--- config.mk ---
export PLATFORM = sky130hd
export DESIGN_NAME = sexpr_char_tokenizer
export DESIGN_NICKNAME = d
export VERILOG_FILES = /design/src/design/sct_pkg.sv /design/src/design/sct_front.sv /design/src/design/sct_queue.sv /design/src/design/sct_back.sv /design/src/design/sexpr_char_tokenizer.sv
export SDC_FILE = /design/constraint.sdc
export NUM_CORES = 1
export LEC_CHECK = 0
export ABC_AREA = 1
export BUFFER_PORTS_ARGS = -buffer_cell sky130_fd_sc_hd__buf_2
export CORE_AREA = 2 2 113 115
export CTS_CLUSTER_SIZE = 25
export DETAILED_ROUTE_END_ITERATION = 16
export DIE_AREA = 0 0 115 117
export GPL_ROUTABILITY_DRIVEN = 0
export HOLD_SLACK_MARGIN = 0.12
export PLACE_DENSITY = 0.58
export SYNTH_ARGS = -nofsm -noshare
export SYNTH_HDL_FRONTEND = slang
export SYNTH_SLANG_ARGS = --single-unit
--- constraint.sdc ---
create_clock -name clock -period 5.9 [get_ports clock]
set_input_delay 1.18 -clock clock [delete_from_list [all_inputs] [get_ports clock]]
set_output_delay 1.18 -clock clock [all_outputs]
set_load 0.01 [all_outputs]
--- src/design/sct_pkg.sv ---
// Shared types, constants and the character class table for the s-expression tokenizer.
// No dependencies; used by every module of the block.
package sct_pkg;

   localparam int MAX_TOKEN_LEN_DEF = 64;
   localparam int QUEUE_DEPTH       = 4;

   localparam logic CMD_CHAR  = 1'b0;
   localparam logic CMD_FLUSH = 1'b1;

   localparam logic KIND_CHAR = 1'b0;
   localparam logic KIND_END  = 1'b1;

   localparam logic [2:0] CLS_WS      = 3'd0;
   localparam logic [2:0] CLS_SYMBOL  = 3'd1;
   localparam logic [2:0] CLS_PAREN   = 3'd2;
   localparam logic [2:0] CLS_COMMENT = 3'd3;
   localparam logic [2:0] CLS_QUOTE   = 3'd4;
   localparam logic [2:0] CLS_CR      = 3'd5;
   localparam logic [2:0] CLS_ESCAPE  = 3'd6;

   typedef struct packed {
      logic       cmd;
      logic [7:0] ch;
   } req_type;

   typedef struct packed {
      logic       kind;
      logic [7:0] char_out;
      logic [6:0] token_length;
      logic       overflowed;
      logic       last;
   } rsp_type;

   // one queued job: an optional token end followed by an optional character
   typedef struct packed {
      logic       end_valid;
      logic [6:0] end_len;
      logic       end_ovf;
      logic       char_valid;
      logic [7:0] ch;
   } job_type;

   typedef struct packed {
      logic full;
      logic empty;
   } queue_status_type;

   function automatic logic [2:0] char_class(input logic [7:0] ch);
      logic [2:0] cls;
      cls = CLS_SYMBOL;
      if (ch[7]) begin
         cls = CLS_WS;
      end else begin
         case (ch[6:0]) inside
            7'd13:             cls = CLS_CR;
            [7'd0:7'd32]:      cls = CLS_WS;
            7'd127:            cls = CLS_WS;
            7'd34, 7'd96:      cls = CLS_QUOTE;
            7'd35, 7'd59:      cls = CLS_COMMENT;
            [7'd39:7'd41]:     cls = CLS_PAREN;
            7'd92:             cls = CLS_ESCAPE;
            default:           cls = CLS_SYMBOL;
         endcase
      end
      return cls;
   endfunction

endpackage

--- src/design/sct_front.sv ---
// Front end: accepts words, classifies characters and keeps the lexer state.
// Emits one job per word that causes results. Depends on sct_pkg.
module sct_front #(
   parameter int MAX_TOKEN_LEN = sct_pkg::MAX_TOKEN_LEN_DEF
) (
   input  logic             clock,
   input  logic             reset,
   input  logic             accept,
   input  sct_pkg::req_type req_data,
   output logic             push,
   output sct_pkg::job_type job
);

   localparam int LEN_W = $clog2(MAX_TOKEN_LEN + 1);

   logic [2:0]       prev_class_ff, prev_class_in;
   logic             quote_ff, quote_in;
   logic             comment_ff, comment_in;
   logic [LEN_W-1:0] len_ff, len_in;
   logic             exceeded_ff, exceeded_in;

   logic [2:0]       cls;
   logic [7:0]       len8;
   logic             do_end;
   logic [LEN_W-1:0] len_base;
   logic             exc_base;

   assign cls  = sct_pkg::char_class(req_data.ch);
   assign len8 = 8'(len_ff);

   always_comb begin
      prev_class_in = prev_class_ff;
      quote_in      = quote_ff;
      comment_in    = comment_ff;
      len_in        = len_ff;
      exceeded_in   = exceeded_ff;
      do_end        = 1'b0;
      len_base      = len_ff;
      exc_base      = exceeded_ff;
      job           = '0;
      job.end_len   = len8[6:0];
      job.end_ovf   = exceeded_ff;
      job.ch        = req_data.ch;
      if (req_data.cmd == sct_pkg::CMD_FLUSH) begin
         job.end_valid = 1'b1;
         len_in        = '0;
         exceeded_in   = 1'b0;
         prev_class_in = sct_pkg::CLS_WS;
      end else if (comment_ff) begin
         if (cls == sct_pkg::CLS_CR) comment_in = 1'b0;
      end else if (cls == sct_pkg::CLS_COMMENT && !quote_ff) begin
         comment_in = 1'b1;
      end else if (cls == sct_pkg::CLS_QUOTE && prev_class_ff != sct_pkg::CLS_ESCAPE) begin
         quote_in = !quote_ff;
      end else begin
         do_end = (cls != prev_class_ff || cls == sct_pkg::CLS_PAREN) && !quote_ff
                  && prev_class_ff != sct_pkg::CLS_WS;
         if (do_end) begin
            job.end_valid = 1'b1;
            len_base      = '0;
            exc_base      = 1'b0;
         end
         len_in      = len_base;
         exceeded_in = exc_base;
         if (cls != sct_pkg::CLS_WS || quote_ff) begin
            if (len_base < LEN_W'(MAX_TOKEN_LEN)) begin
               job.char_valid = 1'b1;
               len_in         = len_base + 1'b1;
            end else begin
               exceeded_in = 1'b1;
            end
         end
         prev_class_in = cls;
      end
   end

   assign push = accept && (job.end_valid || job.char_valid);

   always_ff @(posedge clock) begin
      if (reset) begin
         prev_class_ff <= sct_pkg::CLS_WS;
         quote_ff      <= 1'b0;
         comment_ff    <= 1'b0;
         len_ff        <= '0;
         exceeded_ff   <= 1'b0;
      end else if (accept) begin
         prev_class_ff <= prev_class_in;
         quote_ff      <= quote_in;
         comment_ff    <= comment_in;
         len_ff        <= len_in;
         exceeded_ff   <= exceeded_in;
      end
   end

endmodule

--- src/design/sct_queue.sv ---
// Short job queue between front and back end, register based.
// Depends on sct_pkg.
module sct_queue (
   input  logic                      clock,
   input  logic                      reset,
   input  logic                      push,
   input  sct_pkg::job_type          push_job,
   input  logic                      pop,
   output sct_pkg::job_type          head,
   output sct_pkg::queue_status_type status
);

   localparam int DEPTH = sct_pkg::QUEUE_DEPTH;
   localparam int PTR_W = $clog2(DEPTH);
   localparam int CNT_W = $clog2(DEPTH + 1);

   sct_pkg::job_type entry_ff [DEPTH];
   logic [PTR_W-1:0] wr_ptr_ff, rd_ptr_ff;
   logic [CNT_W-1:0] count_ff, count_in;
   logic             do_push, do_pop;

   assign status.full  = (count_ff == CNT_W'(DEPTH));
   assign status.empty = (count_ff == '0);
   assign do_push      = push && !status.full;
   assign do_pop       = pop && !status.empty;
   assign head         = entry_ff[rd_ptr_ff];

   always_comb begin
      count_in = count_ff;
      if (do_push && !do_pop)      count_in = count_ff + 1'b1;
      else if (do_pop && !do_push) count_in = count_ff - 1'b1;
   end

   always_ff @(posedge clock) begin
      if (reset) begin
         wr_ptr_ff <= '0;
         rd_ptr_ff <= '0;
         count_ff  <= '0;
      end else begin
         if (do_push) wr_ptr_ff <= wr_ptr_ff + 1'b1;
         if (do_pop)  rd_ptr_ff <= rd_ptr_ff + 1'b1;
         count_ff <= count_in;
      end
   end

   always_ff @(posedge clock) begin
      if (do_push) entry_ff[wr_ptr_ff] <= push_job;
   end

endmodule

--- src/design/sct_back.sv ---
// Back end: turns queued jobs into result words through an output register.
// Depends on sct_pkg.
module sct_back (
   input  logic                      clock,
   input  logic                      reset,
   input  sct_pkg::job_type          head,
   input  sct_pkg::queue_status_type status,
   output logic                      pop,
   output logic                      rsp_valid,
   input  logic                      rsp_stall,
   output sct_pkg::rsp_type          rsp_data
);

   logic             valid_ff, valid_in;
   logic             phase_ff, phase_in;
   sct_pkg::rsp_type data_ff, data_in;
   logic             load;

   assign load = !valid_ff || !rsp_stall;

   always_comb begin
      pop      = 1'b0;
      valid_in = valid_ff;
      phase_in = phase_ff;
      data_in  = data_ff;
      if (load) begin
         valid_in = !status.empty;
         if (!status.empty) begin
            data_in = '0;
            if (!phase_ff && head.end_valid) begin
               data_in.kind         = sct_pkg::KIND_END;
               data_in.token_length = head.end_len;
               data_in.overflowed   = head.end_ovf;
               data_in.last         = !head.char_valid;
               if (head.char_valid) phase_in = 1'b1;
               else                 pop      = 1'b1;
            end else begin
               data_in.kind     = sct_pkg::KIND_CHAR;
               data_in.char_out = head.ch;
               data_in.last     = 1'b1;
               pop              = 1'b1;
               phase_in         = 1'b0;
            end
         end
      end
   end

   always_ff @(posedge clock) begin
      if (reset) begin
         valid_ff <= 1'b0;
         phase_ff <= 1'b0;
      end else begin
         valid_ff <= valid_in;
         phase_ff <= phase_in;
      end
   end

   always_ff @(posedge clock) begin
      data_ff <= data_in;
   end

   assign rsp_valid = valid_ff;
   assign rsp_data  = data_ff;

endmodule

--- src/design/sexpr_char_tokenizer.sv ---
// The first result word of an accepted input word passes through the job queue and the output
// register to rsp. Throughput: one input word per cycle while each word yields at most one
// result and rsp_stall is low; a word with a token end and a character yields two results,
// so a run of those fills the 4-entry job queue and stalls input. req_stall rises only while
// that queue is full. Reset (synchronous) clears lexer state, queue pointers, output valid.
// Depends on sct_pkg, sct_front, sct_queue, sct_back.
module sexpr_char_tokenizer #(
   parameter int MAX_TOKEN_LEN = sct_pkg::MAX_TOKEN_LEN_DEF
) (
   input  logic             clock,
   input  logic             reset,
   input  logic             req_valid,
   output logic             req_stall,
   input  sct_pkg::req_type req_data,
   output logic             rsp_valid,
   input  logic             rsp_stall,
   output sct_pkg::rsp_type rsp_data
);

   sct_pkg::job_type          job, head;
   sct_pkg::queue_status_type status;
   logic                      push, pop, accept;

   assign req_stall = status.full;
   assign accept    = req_valid && !req_stall;

   sct_front #(.MAX_TOKEN_LEN(MAX_TOKEN_LEN)) u_front (
      .clock    (clock),
      .reset    (reset),
      .accept   (accept),
      .req_data (req_data),
      .push     (push),
      .job      (job)
   );

   sct_queue u_queue (
      .clock    (clock),
      .reset    (reset),
      .push     (push),
      .push_job (job),
      .pop      (pop),
      .head     (head),
      .status   (status)
   );

   sct_back u_back (
      .clock     (clock),
      .reset     (reset),
      .head      (head),
      .status    (status),
      .pop       (pop),
      .rsp_valid (rsp_valid),
      .rsp_stall (rsp_stall),
      .rsp_data  (rsp_data)
   );

endmodule

==> impl_metrics.json, run 1 <==
{
  "status": "completed",
  "chipWidth_um": 115,
  "syn_area_per_cell_um2": 10.1,
  "tns_ns": 0,
  "p_per_area_nw_per_um2": 450,
  "ctsResizeCount": 0,
  "cts-hold-fix-buffers": 0,
  "cts_setup_buffers": 0,
  "die_h_um": 117,
  "p_leak_uw": 0.00232,
  "drt.antenna.violating_nets": 0,
  "worst_path_most_repeated_cell": "nand2_1",
  "cap_violations": 0,
  "hold_path.class": "reg2reg",
  "grt_overflow_total": 0,
  "cts_root_buffer": "clkbuf_16",
  "cp.arrival_ns": 3.88,
  "vias": 3512,
  "synth-seq-cells": 114,
  "required_ns": 6.00,
  "critPathMaxStageDelay_ns": 0.54,
  "slowest_stage": "nor2_1",
  "fin_skew_ns": 0.00772,
  "timing.slew.headroom": 0.316,
  "ys_seq_area_frac": 0.634,
  "cts_max_level": 4,
  "yosysMostFrequentCell": "edfxtp_1",
  "clock-sinks": 114,
  "ir_drop_mv": 0.145,
  "crit_chain": "buf_2 > inv_2 > nand2_2 > nor2_2 > nand3_1 > nand2_1 > nor2_2 > a21oi_4 > nor2_1 > nand2_1 > nand2_1 > nand2_1 > nand2_2 > nand2_2 > nand4_2 > nand2_1 > nand2_2 > nor2_1 > buf_4",
  "synth_top_cell_by_area": "edfxtp_1",
  "wl_per_cell_um": 14.5,
  "post-route-util": 0.480,
  "ys_top_cells_by_count": "edfxtp_1 (90), nor2_1 (89), nand2_1 (76)",
  "portBuffers": 32,
  "ios": 33,
  "fmax_ghz": 0.265,
  "min_period_over_period": 0.641,
  "grt_pass1_vias": 3466,
  "grt_pass1_wl_um": 16800,
  "synth_async_sr_flop_share": 0,
  "worstMarginPinSlew_ns": 1.02,
  "netlist_instances": 497,
  "cts_tree": "built",
  "synth-edff-count": 90,
  "synth_area_um2": 5020,
  "dieArea_um2": 13500,
  "clkSlewWorstSetupHoldPaths_ns": 0.05,
  "hold_violations": 0,
  "worstSkewPairLatency_ns": 0.41,
  "rsz0062_at_grt": "no",
  "finalCriticalPeriod_ns": 3.78,
  "cts_made_buffers": 17,
  "synth_top_area_share": 0.539,
  "path_class": "in2reg",
  "nNetsFinal": 560,
  "end_kind": "flip-flop",
  "worst-path-max-fanout": 13,
  "yosysWarningCount": 0,
  "grt_max_degree": 38,
  "antenna_found_initial": 0,
  "drcViolationCount": 0,
  "viasPerCell": 5.00,
  "finalSetupViolations": 0,
  "yosys-top-cells-area": "edfxtp_1 (54%), dfxtp_1 (9.6%), nor2_1 (6.7%), nand2_1 (5.7%), o21ai_0 (4.4%)",
  "pre_cts_slack_ns": 1.69,
  "postSynthNetCount": 517,
  "crit_path_start_kind": "primary input",
  "num_rows": 41,
  "antenna_cells": 0,
  "final_layout_size_suffix_gt1_frac": 0.184,
  "crit_buf_inv": 3,
  "dp_hpwl_um": 6580,
  "synth_ff_type": "edfxtp_1",
  "area_growth_pct": 17.9,
  "fin_ws_ns": 2.12,
  "track_usage": 0.165,
  "core_um2": 12300,
  "start_util": 0.408,
  "ys_types": 35,
  "drtIter0Drc": 218,
  "dr.pass1.iters": 5,
  "drt-total-wl_um": 10200,
  "drv_slew": 0,
  "path_delay_family": "simple AND/OR/NAND/NOR gates",
  "cts_buffer_depth": 2,
  "fin_hold_ws_ns": 0.472
}
power by group:
group	internal, µW	switching (µW)
clock network	597	350
registers	1040	54.1
logic	193	423
total	1830	827
cell type report:
cell class	instances	area [µm²]
multi-input cells	317	1580
clock inverters	14	113
repair buffers	38	205
fillers	1125	6400
well taps	150	188
flip-flops and latches	114	3180
inverters	52	195
clock buffers	18	450
state kept, by name, indices dropped and copies added, names as in the netlist, named ones only:
name	cells
u_back.phase_ff	1
u_back.rsp_data	18
u_back.rsp_valid	1
u_front.comment_ff	1
u_front.exceeded_ff	1
u_front.len_ff	7
u_front.prev_class_ff	3
u_front.quote_ff	1
u_queue.count_ff	3
u_queue.entry_ff	72
u_queue.rd_ptr_ff	2
u_queue.wr_ptr_ff	2
metal layers:
layer  part of all wire  wire [µm]  global-route usage  vias up
met5                  0          0                   0        -
met4              0.011        117              0.0643        0
met3              0.046        466              0.0463        9
met2               0.47       4790               0.261       79
met1               0.47       4830               0.216     1645
li1                   -          -                   -     1779
through the flow:
step	cells	power [µW]	cell area, µm²
after floorplan	497	1520	5020
after global placement	671	1730	5350
after detailed placement	671	1740	5350
after CTS	703	2690	5910
after global routing	703	2820	5910
final	703	2660	5910
cells by family after synthesis:
kind of cell	share of synthesized area
xor+xnor	0.00349
simple gates	0.187
flops	0.634
buf+inv	0.0516
fa+ha+maj	0.0189
compound gates	0.105
path summary, 6_finish.rpt:
kind,start,to,slack (ns),cells past startpoint
worst max-delay path,req_data[4],u_queue.entry_ff[2][3]$_DFFE_PP_,2.12,19
worst min-delay path,u_queue.rd_ptr_ff[1]$_SDFFE_PP0P_,flip-flop,0.47,2
worst max register to register,flip-flop,u_queue.count_ff[2]$_SDFFE_PP0P_,2.75,16
worst min register to register,u_queue.rd_ptr_ff[1]$_SDFFE_PP0P_,flip-flop,0.47,2
worst reg2reg max path, cell delays in order (launching register included):
cell,delay [ns]
dfxtp_1,0.30
buf_4,0.25
inv_1,0.79
o21ai_0,0.18
o22ai_1,0.15
inv_1,0.05
nor2_1,0.16
nand2_1,0.09
nand2_1,0.09
ha_1,0.14
inv_1,0.06
fa_1,0.38
nor2_1,0.11
nor2_1,0.04
nand2_1,0.07
o21ai_0,0.07
a21oi_1,0.14
layout by cell type (no fill, tap or decap), types with 2 or more instances in the layout:
| cell | count |
|---|---|
| o22ai_1 | 9 |
| nor2_1 | 89 |
| a21oi_2 | 4 |
| nand4_1 | 4 |
| buf_2 | 32 |
| inv_1 | 47 |
| o211ai_1 | 2 |
| nor2_2 | 8 |
| o21ai_1 | 2 |
| nand2_2 | 10 |
| buf_4 | 6 |
| xor2_1 | 2 |
| edfxtp_1 | 90 |
| nand2_1 | 76 |
| dfxtp_1 | 24 |
| ha_1 | 6 |
| nand3_1 | 22 |
| clkinvlp_4 | 5 |
| inv_2 | 4 |
| clkinv_2 | 4 |
| clkinv_1 | 3 |
| nand3_2 | 2 |
| nand2_4 | 2 |
| clkbuf_16 | 18 |
| a21oi_1 | 25 |
| o21ai_0 | 44 |
Power figures use the tool's default switching activity.
==> run 2, diff against run 1 <==
- clock period: 5.9 -> 3.87 ns (I/O delays scaled with it)
==> run 2 against run 1 <==
Flip-flop and latch count unchanged. Sequential power up 53%. Total power rose by 56%. Register-to-register slack worse by 1.7 ns. Cell area up 1.3%. Non-clock buffer count grew 7. Global-route usage shrank 0.079 points. Critical path depth up 8. Via count rose by 0.83%. Clock-buffer cell count up 9. Clock power increased by 59%. Core utilization increased by 0.62 points. Critical endpoint is now u_queue.count_ff[2]$_SDFFE_PP0P_. Largest cell class unchanged.
==> impl_metrics.json, run 2 (same netlist as run 1, synthesis figures left out) <==
{
  "status": "completed",
  "dr.pass1.iters": 5,
  "gr-usage-met1": 0.216,
  "worst-path-max-fanout": 10,
  "largest_reg_flops": 72,
  "dieArea_um2": 13500,
  "critical_path_depth": 27,
  "cts_max_level": 4,
  "track_usage": 0.164,
  "gr-usage-met3": 0.0494,
  "required_ns": 4.21,
  "use_met2": 0.264,
  "p_per_area_nw_per_um2": 691,
  "viasPerCell": 4.99,
  "ios": 33,
  "slowest_stage": "fa_1",
  "cts_setup_buffers": 0,
  "crit_buf_inv": 5,
  "finalCriticalPeriod_ns": 3.21,
  "fin_hold_ws_ns": 0.465,
  "reg2reg_depth": 12,
  "design_area_um2": 5990,
  "top_usage_layer": "met2",
  "seq_area_um2": 3180,
  "drt.antenna.violating_nets": 0,
  "critPathMaxStageDelay_ns": 0.39,
  "multi_input_area_um2": 1580,
  "chipWidth_um": 115,
  "grt_max_degree": 29,
  "grt_pass1_vias": 3385,
  "clkSlewWorstSetupHoldPaths_ns": 0.05,
  "grt_overflow_total": 0,
  "cts_root_buffer": "clkbuf_16",
  "rsz0062_at_grt": "no",
  "cts_made_buffers": 17,
  "final_layout_size_suffix_gt1_frac": 0.188,
  "fmax_ghz": 0.311,
  "drt-total-wl_um": 10200,
  "num_rows": 41,
  "worstMarginPinSlew_ns": 0.792,
  "drcViolationCount": 0,
  "path_class": "in2reg",
  "drv_slew": 0,
  "r2r_slack_ns": 1.07,
  "area_growth_pct": 19.4,
  "cts_tree": "built",
  "worstSkewPairLatency_ns": 0.40,
  "rr_endpoint": "u_queue.count_ff[1]$_SDFFE_PP0P_",
  "clock-sinks": 114,
  "final_cell_mix": "edfxtp_1 (90), nor2_1 (89), nand2_1 (76)",
  "hold_violations": 0,
  "cap_violations": 0,
  "cp.arrival_ns": 3.55,
  "nNetsFinal": 567,
  "crit_path_start_kind": "primary input",
  "tns_ns": 0,
  "portBuffers": 32,
  "min_period_over_period": 0.831,
  "dp_hpwl_um": 6760,
  "antenna_found_initial": 0,
  "die_h_um": 117,
  "worst_path_most_repeated_cell": "nand2_2",
  "drtIter0Drc": 256,
  "regMostFlops": "u_queue.entry_ff",
  "dpl_cell_area_um2": 5400,
  "end_kind": "flip-flop",
  "core_um2": 12300,
  "ctsResizeCount": 0,
  "vias": 3541,
  "start_util": 0.408,
  "whs_path_depth": 2,
  "hp-start": "u_queue.rd_ptr_ff[1]$_SDFFE_PP0P_",
  "ir_drop_mv": 0.286,
  "cts_buffer_depth": 2,
  "p_leak_uw": 0.00237,
  "fillers": 1139,
  "grt_pass1_wl_um": 16700,
  "timing.slew.headroom": 0.471,
  "path_delay_family": "simple AND/OR/NAND/NOR gates",
  "layout_commonest_cell": "edfxtp_1",
  "whs_endpoint": "u_queue.rd_ptr_ff[1]$_SDFFE_PP0P_",
  "fin_skew_ns": 0.0104,
  "hold_path.class": "reg2reg",
  "antenna_cells": 0,
  "wl_per_cell_um": 14.3,
  "finalSetupViolations": 0,
  "cts-hold-fix-buffers": 0
}
## run 2: final cells by class
class                      instances  share of cell area
timing repair buffer              45              0.0430
clock buffer                      27              0.0856
sequential                       114               0.531
multi-input combinational        317               0.264
inverter                          52              0.0326
tap                              150              0.0313
clock inverter                     5              0.0123
## run 2: how the worst max path moves through the flow
stage                                       end  slack (ns)   startpoint
2_1_floorplan  u_queue.entry_ff[0][0]$_DFFE_PP_        0.63  req_data[2]
3_3_place_gp   u_queue.count_ff[2]$_SDFFE_PP0P_        0.33  req_data[1]
3_5_place_dp   u_queue.count_ff[2]$_SDFFE_PP0P_        0.26  req_data[6]
4_1_cts        u_queue.count_ff[2]$_SDFFE_PP0P_        0.68  req_data[6]
5_1_grt        u_queue.count_ff[2]$_SDFFE_PP0P_        0.26  req_data[2]
6_report       u_queue.count_ff[2]$_SDFFE_PP0P_        0.66  req_data[4]
## run 2: routing by layer
layer,vias to the layer above,wire length (µm)
li1,1789,-
met1,1678,4850
met2,70,4800
met3,4,448
met4,0,72
met5,-,0
## run 2: where the power goes
group	total (µW)	internal [µW]	switching (µW)
Sequential	1680	1590	94.2
Combinational	943	309	635
Clock	1510	1030	484
Total	4140	2930	1210
## run 2: stage by stage
| step | cells | setup WS (ns) | util | power, µW |
|---|---|---|---|---|
| finish | 710 | 0.655 | 0.487 | 4140 |
| global route | 710 | 0.257 | 0.487 | 4410 |
| CTS | 710 | 0.684 | 0.487 | 4190 |
| detailed placement | 678 | 0.265 | 0.439 | 2670 |
| global placement | 678 | 0.333 | 0.439 | 2650 |
| floorplan | 497 | 0.626 | - | 2320 |
## run 2: tightest hold or removal path, stage by stage, from the launching register on
cell	delay, ns
dfxtp_1	0.29
inv_1	0.05
a21oi_1	0.07
